[config.mk]
export PLATFORM = sky130hd
export DESIGN_NAME = slotted_table_with_search_top
export DESIGN_NICKNAME = d
export VERILOG_FILES = /design/src/rtl/stws_pkg.sv /design/src/rtl/stws_ctrl.sv /design/src/rtl/stws_dp.sv /design/src/rtl/slotted_table_with_search_top.sv
export SDC_FILE = /design/constraint.sdc
export NUM_CORES = 2
export LEC_CHECK = 0
export BUFFER_PORTS_ARGS = -buffer_cell sky130_fd_sc_hd__buf_2
export CAP_MARGIN = 20
export CORE_ASPECT_RATIO = 1.1
export CORE_MARGIN = 2
export CORE_UTILIZATION = 25
export DETAILED_ROUTE_END_ITERATION = 8
export PLACE_DENSITY = 0.38
export SYNTH_ARGS = -nofsm -noshare
export SYNTH_HDL_FRONTEND = slang
export SYNTH_SLANG_ARGS = --single-unit
[constraint.sdc]
create_clock -name clk -period 10.82 [get_ports clk]
set_clock_uncertainty 0.1 [all_clocks]
set_input_delay 2.164 -clock clk [delete_from_list [all_inputs] [get_ports clk]]
set_output_delay 2.164 -clock clk [all_outputs]
set_load 0.03 [all_outputs]
[src/rtl/stws_pkg.sv]
`default_nettype none

package stws_pkg;

	localparam int CAPACITY   = 64;
	localparam int SLOT_W     = 6;
	localparam int CNT_W      = 7;
	localparam int ELEM_WIDTH = 32;

	typedef enum logic [1:0] {
		OP_PUT  = 2'd0,
		OP_FIND = 2'd1,
		OP_DEL  = 2'd2
	} op_t;

	typedef struct packed {
		logic [1:0]            func;
		logic [SLOT_W-1:0]     index;
		logic [CNT_W-1:0]      window_len;
		logic [ELEM_WIDTH-1:0] elem;
		logic                  first;
		logic                  last;
	} req_t;

	typedef struct packed {
		logic              placed;
		logic [CNT_W-1:0]  placed_total;
		logic              found;
		logic [SLOT_W-1:0] position;
		logic [CNT_W-1:0]  occupied_count;
		logic              run_done;
	} resp_t;

	typedef struct packed {
		logic load;
		logic put_step;
		logic find_step;
		logic other_step;
	} ctl_cmd_t;

	typedef struct packed {
		logic put_fin;
		logic find_fin;
	} dp_sts_t;

endpackage

`default_nettype wire

[src/rtl/stws_ctrl.sv]
`default_nettype none

module stws_ctrl import stws_pkg::*; (
	input  wire logic       clk,
	input  wire logic       arst_n,
	input  wire logic       start,
	input  wire logic [1:0] func,
	input  wire dp_sts_t    sts,
	output ctl_cmd_t        cmd,
	output logic            busy,
	output logic            done
);

	typedef enum logic [4:0] {
		S_IDLE  = 5'b00001,
		S_PUT   = 5'b00010,
		S_FIND  = 5'b00100,
		S_OTHER = 5'b01000,
		S_RESP  = 5'b10000
	} state_t;

	state_t state_q, state_nx;

	always_comb begin
		state_nx = state_q;
		unique case (state_q)
			S_IDLE: begin
				if (start) begin
					unique case (func)
						OP_PUT:  state_nx = S_PUT;
						OP_FIND: state_nx = S_FIND;
						default: state_nx = S_OTHER;
					endcase
				end
			end
			S_PUT: begin
				if (sts.put_fin) state_nx = S_RESP;
			end
			S_FIND: begin
				if (sts.find_fin) state_nx = S_RESP;
			end
			S_OTHER: state_nx = S_RESP;
			S_RESP:  state_nx = S_IDLE;
			default: state_nx = S_IDLE;
		endcase
	end

	always_ff @(posedge clk or negedge arst_n) begin
		if (!arst_n) begin
			state_q <= S_IDLE;
		end else begin
			state_q <= state_nx;
		end
	end

	always_comb begin
		cmd.load       = (state_q == S_IDLE) && start;
		cmd.put_step   = (state_q == S_PUT);
		cmd.find_step  = (state_q == S_FIND);
		cmd.other_step = (state_q == S_OTHER);
	end

	assign busy = (state_q != S_IDLE);
	assign done = (state_q == S_RESP);

endmodule

`default_nettype wire

[src/rtl/stws_dp.sv]
`default_nettype none

module stws_dp import stws_pkg::*; (
	input  wire logic     clk,
	input  wire logic     arst_n,
	input  wire ctl_cmd_t cmd,
	input  wire req_t     req,
	output dp_sts_t       sts,
	output resp_t         rsp
);

	logic [ELEM_WIDTH-1:0] mem [CAPACITY];

	req_t                  req_q;
	resp_t                 rsp_q, rsp_nx;
	logic [CAPACITY-1:0]   valid_q;
	logic [CNT_W-1:0]      vtot_q, vtot_nx;
	logic [CNT_W-1:0]      cur_q, wend_q, rplaced_q, rplaced_nx;
	logic [CNT_W-1:0]      scan_q;
	logic                  rd_vld_s1;
	logic [SLOT_W-1:0]     rd_addr_s1;
	logic [ELEM_WIDTH-1:0] rd_data_s1;

	logic [CNT_W:0]   end_sum;
	logic [CNT_W-1:0] wend_init;
	logic             put_in_win, put_wr, put_fin;
	logic             find_hit, find_fin;
	logic             del_clr, res_ld;

	assign end_sum   = {2'b00, req.index} + {1'b0, req.window_len};
	assign wend_init = (end_sum > (CNT_W+1)'(CAPACITY)) ? CNT_W'(CAPACITY) : end_sum[CNT_W-1:0];

	assign put_in_win = (cur_q < wend_q);
	assign put_wr     = cmd.put_step && put_in_win && !valid_q[cur_q[SLOT_W-1:0]];
	assign put_fin    = put_wr || !put_in_win;

	assign find_hit = rd_vld_s1 && valid_q[rd_addr_s1] && (rd_data_s1 == req_q.elem);
	assign find_fin = find_hit || (!rd_vld_s1 && (scan_q == CNT_W'(CAPACITY)));

	assign del_clr = cmd.other_step && (req_q.func == OP_DEL) && valid_q[req_q.index];

	assign rplaced_nx = put_wr ? rplaced_q + CNT_W'(1) : rplaced_q;

	always_comb begin
		vtot_nx = vtot_q;
		if (put_wr) vtot_nx = vtot_q + CNT_W'(1);
		else if (del_clr) vtot_nx = vtot_q - CNT_W'(1);
	end

	always_comb begin
		rsp_nx = '0;
		rsp_nx.occupied_count = vtot_nx;
		if (cmd.put_step) begin
			rsp_nx.placed       = put_wr;
			rsp_nx.placed_total = rplaced_nx;
			rsp_nx.position     = put_wr ? cur_q[SLOT_W-1:0] : '0;
			rsp_nx.run_done     = req_q.last;
		end
		if (cmd.find_step) begin
			rsp_nx.found    = find_hit;
			rsp_nx.position = find_hit ? rd_addr_s1 : '0;
		end
	end

	assign res_ld = (cmd.put_step && put_fin) || (cmd.find_step && find_fin) || cmd.other_step;

	always_ff @(posedge clk or negedge arst_n) begin
		if (!arst_n) begin
			valid_q   <= '0;
			vtot_q    <= '0;
			cur_q     <= '0;
			wend_q    <= '0;
			rplaced_q <= '0;
			scan_q    <= '0;
			rd_vld_s1 <= 1'b0;
		end else begin
			vtot_q <= vtot_nx;
			if (cmd.load) begin
				scan_q    <= '0;
				rd_vld_s1 <= 1'b0;
				if ((req.func == OP_PUT) && req.first) begin
					cur_q     <= {1'b0, req.index};
					wend_q    <= wend_init;
					rplaced_q <= '0;
				end
			end
			if (cmd.put_step) begin
				rplaced_q <= rplaced_nx;
				if (put_wr) begin
					valid_q[cur_q[SLOT_W-1:0]] <= 1'b1;
				end
				// run closes after its last element
				if (put_fin && req_q.last) begin
					cur_q  <= '0;
					wend_q <= '0;
				end else if (put_wr) begin
					cur_q <= cur_q + CNT_W'(1);
				end else if (!put_in_win) begin
					cur_q <= wend_q;
				end else begin
					cur_q <= cur_q + CNT_W'(1);
				end
			end
			if (cmd.find_step) begin
				if (scan_q < CNT_W'(CAPACITY)) begin
					rd_vld_s1 <= 1'b1;
					scan_q    <= scan_q + CNT_W'(1);
				end else begin
					rd_vld_s1 <= 1'b0;
				end
			end
			if (del_clr) begin
				valid_q[req_q.index] <= 1'b0;
			end
		end
	end

	always_ff @(posedge clk) begin
		if (cmd.load) req_q <= req;
		if (res_ld) rsp_q <= rsp_nx;
		if (put_wr) mem[cur_q[SLOT_W-1:0]] <= req_q.elem;
		if (cmd.find_step) begin
			rd_data_s1 <= mem[scan_q[SLOT_W-1:0]];
			rd_addr_s1 <= scan_q[SLOT_W-1:0];
		end
	end

	always_comb begin
		sts.put_fin  = put_fin;
		sts.find_fin = find_fin;
	end

	assign rsp = rsp_q;

endmodule

`default_nettype wire

[src/rtl/slotted_table_with_search_top.sv]
// Slot table of 64 entries with put, find and delete. A command is taken when start is high
// and busy is low; its result appears on rsp for exactly one cycle with done high and cannot
// be stalled, so the receiver must take it then. Busy stays high from the command until the
// cycle after the result. A put scans from its cursor past occupied slots until it finds a free
// slot or leaves the window; a find compares slots in order until the first match or until all
// 64 slots are compared. The scan loop visits one slot per cycle through the single read port
// of the value memory or the valid bits. Valid bits clear at reset, so no clearing pass is
// needed.
`default_nettype none

module slotted_table_with_search_top import stws_pkg::*; (
	input  wire logic clk,
	input  wire logic arst_n,
	input  wire logic start,
	output logic      busy,
	input  wire req_t req,
	output logic      done,
	output resp_t     rsp
);

	ctl_cmd_t cmd;
	dp_sts_t  sts;

	stws_ctrl u_ctrl (
		.clk    (clk),
		.arst_n (arst_n),
		.start  (start),
		.func   (req.func),
		.sts    (sts),
		.cmd    (cmd),
		.busy   (busy),
		.done   (done)
	);

	stws_dp u_dp (
		.clk    (clk),
		.arst_n (arst_n),
		.cmd    (cmd),
		.req    (req),
		.sts    (sts),
		.rsp    (rsp)
	);

	a_done_busy: assert property (@(posedge clk) disable iff (!arst_n) done |-> busy)
		else $error("result shown while idle");

	a_take_busy: assert property (@(posedge clk) disable iff (!arst_n)
		(start && !busy) |=> busy)
		else $error("transfer taken but block not busy");

	a_done_pulse: assert property (@(posedge clk) disable iff (!arst_n) done |=> !done)
		else $error("result strobe longer than one cycle");

	a_placed_cnt: assert property (@(posedge clk) disable iff (!arst_n)
		(done && rsp.placed) |-> (rsp.placed_total != '0) && (rsp.occupied_count != '0))
		else $error("placed element not counted");

endmodule

`default_nettype wire
==> impl_metrics.yaml <==
floorplanning:
  pin_count: 77
  die_y_um: 627.6
  row_count: 229
  coreArea_um2: 352700
  die-area_um2: 358400
  initial_core_util: 0.2506
  die_x_um: 571.0
detailed_routing:
  vias: 42340
  drt-initial-drc-count: 3791
  vias_per_cell: 4.629
  detail-route-antenna-nets: 0
  drt_drc_violations_left: 0
  avgRoutedWirePerCell_um: 29.99
  totalWireLength_um: 274300
  first_pass_iters: 5
timing:
  finalSetupViolations: 0
  worstMarginPinSlew_ns: 1.094
  rsz0062_at_grt: "false"
  slew_headroom: 0.2705
  hold_viol: 0
  max_freq_mhz: 176.6
  tns_ns: 0
  slew_viol_final: 0
  post-route-period-util: 0.5233
  min_period_ns: 5.662
setup_path:
  critical_path_arrival_ns: 6.00
  worstPathRequired_ns: 11.16
  cp-end-kind: "flop"
  max_stage_delay_ns: 0.84
  cp-start-kind: "flop"
  crit_fanout: 33
  path_cells: "nand2_1, nor2_1, a221o_1, or4_1, inv_2, nand2_2, buf_4, nor3_2, buf_4"
  cpLargestDelayFamily: "simple AND/OR/NAND/NOR gates"
  slowest_stage: "or4_1"
  rrSetupSlack_ns: 5.16
  critPathKind: "flop to flop"
  worst-path-buf-inv: 3
  crit_top_cell: "buf_4"
logic_synthesis:
  yosys_register_bits: 2255
  avgSynthCellArea_um2: 22.57
  synthArstFlopShare: 0.04656
  synthSimpleGateAreaFrac: 0.01846
  muxShareOfSynthArea: 0.1818
  ys_top_cells_by_area: "edfxtp_1 73%, mux4_2 18%, dfrtp_1 2.9%"
  synth_compound_area_frac: 0.02051
  synthDistinctLibCells: 70
  syn_area_um2: 88390
  synth_seq_area_share: 0.7601
  syn_nets: 3988
  synth_cells: 3917
  synth_warnings: 0
  synth_largest_area_cell: "edfxtp_1"
  synth_adder_area_share: 0.002774
  synth_top_family_by_area: "multiplexers"
  synth_ff_type: "edfxtp_1"
  synth_xor_xnor_area_share: 0.004558
  synth_edf_count: 2150
  synth_top_area_frac: 0.7304
cts:
  cts_buffer_depth: 4
  cts_hold_buffers: 0
  cts_htree_levels: 5
  postCtsSetupRepairBufs: 0
  cts_sinks: 2255
  cts_tree: "done"
  ctsResizeCount: 0
  clk_pin_slew_ns: 0.06
  cts_made_buffers: 267
  insertion_delay_ns: 0.83
  cts-root-buf: "clkbuf_16"
run_status:
  status: "finished, final reports clean"
run:
  maxCapViolCount: 0
placement:
  hpwlAfterDp_um: 166900
  postPlaceCellArea_um2: 95680
  io_buffers: 76
  routabilityCongestion: 0.7909
final_layout:
  drive_gt1_frac: 0.3198
  nFillCells: 34210
  finalNetCount: 4278
  postLayoutCellArea_um2: 103900
  syn_to_final_growth_pct: 17.57
power_and_ir_drop:
  p_leak_uw: 0.03114
  pwr_density_cell_nw_per_um2: 218.6
  peakVddDrop_mv: 0.1402
min_path:
  worstHoldPathType: "flop to flop"
global_routing:
  first_global_vias: 44140
  grt_pass1_wl_um: 376900
  grtUsageTotal: 0.1514
  grt.overflow.total: 0
  antenna_found_initial: 41
  grt_max_degree: 126
## cell usage in the layout, fill, tap and decap left out, types with 14 or more instances in the layout
cell type  Yosys  final
clkbuf_16      0    280
a22oi_1       14     14
nor2_1        78     54
nor2_4         0     24
edfxtp_1    2150   2150
clkinv_1       0     51
nand2_1       53     52
a21oi_1       90     90
xnor2_1       36     36
and3_1        14     14
mux4_2       694    694
o21ai_0       21     20
nand3_1       20     20
buf_4          4    164
dfrtp_1      104     97
o211ai_1      15     15
diode_2        0     14
inv_1         29     28
buf_2         29     76
clkbuf_1     140     63
nor3_2         0     44
ha_1          18     18
clkinv_2       0     39
mux2i_1       31     31
a31oi_1       68     68
## synth_stat cells (all sizes together), types with 6 or more instances
| cell type | n |
|---|---|
| dfrtp | 104 |
| nand3b | 8 |
| o22ai | 9 |
| a22oi | 14 |
| edfxtp | 2150 |
| and2 | 9 |
| mux4 | 694 |
| nor2 | 78 |
| nand4 | 11 |
| a221oi | 6 |
| a31oi | 68 |
| a22o | 9 |
| buf | 92 |
| nand2b | 16 |
| o21ai | 21 |
| a21oi | 90 |
| nand3 | 20 |
| nor4 | 7 |
| nand2 | 58 |
| ha | 18 |
| o31ai | 6 |
| and3 | 14 |
| inv | 30 |
| nor3b | 7 |
| nor3 | 53 |
| o211ai | 15 |
| clkbuf | 140 |
| xnor2 | 36 |
| nor2b | 9 |
| xor2 | 10 |
| mux2 | 11 |
| mux2i | 31 |
## worst reg2reg max path: stages (launching register included)
cell,delay [ns]
dfrtp_1,0.58
nand2_1,0.73
nor2_1,0.44
a221o_1,0.42
or4_1,0.84
inv_2,0.64
nand2_2,0.10
buf_4,0.35
nor3_2,0.51
buf_4,0.51
## layout make-up
type | count | area, um2 | share of cell area
Sequential cell | 2255 | 67210 | 0.6467
Multi-Input combinational cell | 1400 | 20590 | 0.1981
Tap cell | 4735 | 5924 | 0.05701
Timing Repair Buffer | 253 | 1872 | 0.01801
Clock inverter | 114 | 908.4 | 0.008741
Clock buffer | 345 | 7271 | 0.06996
Inverter | 30 | 112.6 | 0.001084
Antenna cell | 14 | 35.03 | 0.0003371
## final timing paths
kind,from,to,cells past startpoint
setup / recovery,u_dp.cur_q[5],u_dp.mem[8][16],9
hold / removal,u_dp.vtot_q[6],u_dp.vtot_q[6],1
setup reg to reg,u_dp.cur_q[5],u_dp.mem[8][16],9
hold reg to reg,u_dp.vtot_q[6],u_dp.vtot_q[6],1
max in group asynchronous,arst_n,u_dp.valid_q[19],3
min in group asynchronous,arst_n,u_dp.vtot_q[0],1
## per-stage QoR
step / setup slack (ns) / hold slack (ns) / instances / power [uW] / util
after floorplan: 4.688 / 0.3231 / 3917 / 12670 / -
after global placement: 5.065 / 0.3574 / 8666 / 14440 / 0.2710
after detailed placement: 5.158 / 0.3642 / 8671 / 14440 / 0.2713
after CTS: 5.152 / 0.3758 / 9130 / 23120 / 0.2945
after global routing: 4.877 / 0.4120 / 9133 / 23560 / 0.2945
final: 5.158 / 0.3791 / 9146 / 22720 / 0.2946
## routing by layer
layer	global-route usage	wire length, um
met5	0	0
met4	0.03621	6366
met3	0.02224	13210
met2	0.2593	137800
met1	0.2013	116900
## cells by family (layout without fill, tap and decap cells)
family / count (synthesis) / after routing
flip-flops: 2255 / 2255
other: 0 / 14
adder cells (fa/ha/maj): 19 / 19
AND/OR/NAND/NOR: 318 / 318
AO/OA/AOI/OAI: 281 / 281
XOR/XNOR: 46 / 46
buffers and inverters: 262 / 742
multiplexers: 736 / 736
## sequential cells by signal, summed over array words and instances (netlist names)
register	flops
u_dp.valid_q	64
u_dp.rsp	23
u_dp.rd_vld_s1	1
u_dp.req_q	41
u_dp.rplaced_q	7
u_dp.rd_addr_s1	6
u_dp.cur_q	7
u_dp.scan_q	7
u_ctrl.state_q	5
u_dp.mem	2048
u_dp.rd_data_s1	32
u_dp.wend_q	7
u_dp.vtot_q	7
## power by group
part	total (uW)	leakage (uW)	switching (uW)	internal (uW)
Sequential	10300	0.0208	177	10100
Combinational	3840	0.00638	2500	1340
Clock	8580	0.00401	3550	5040
Total	22700	0.0311	6220	16500
No activity file was read; power rests on OpenSTA's default activity.
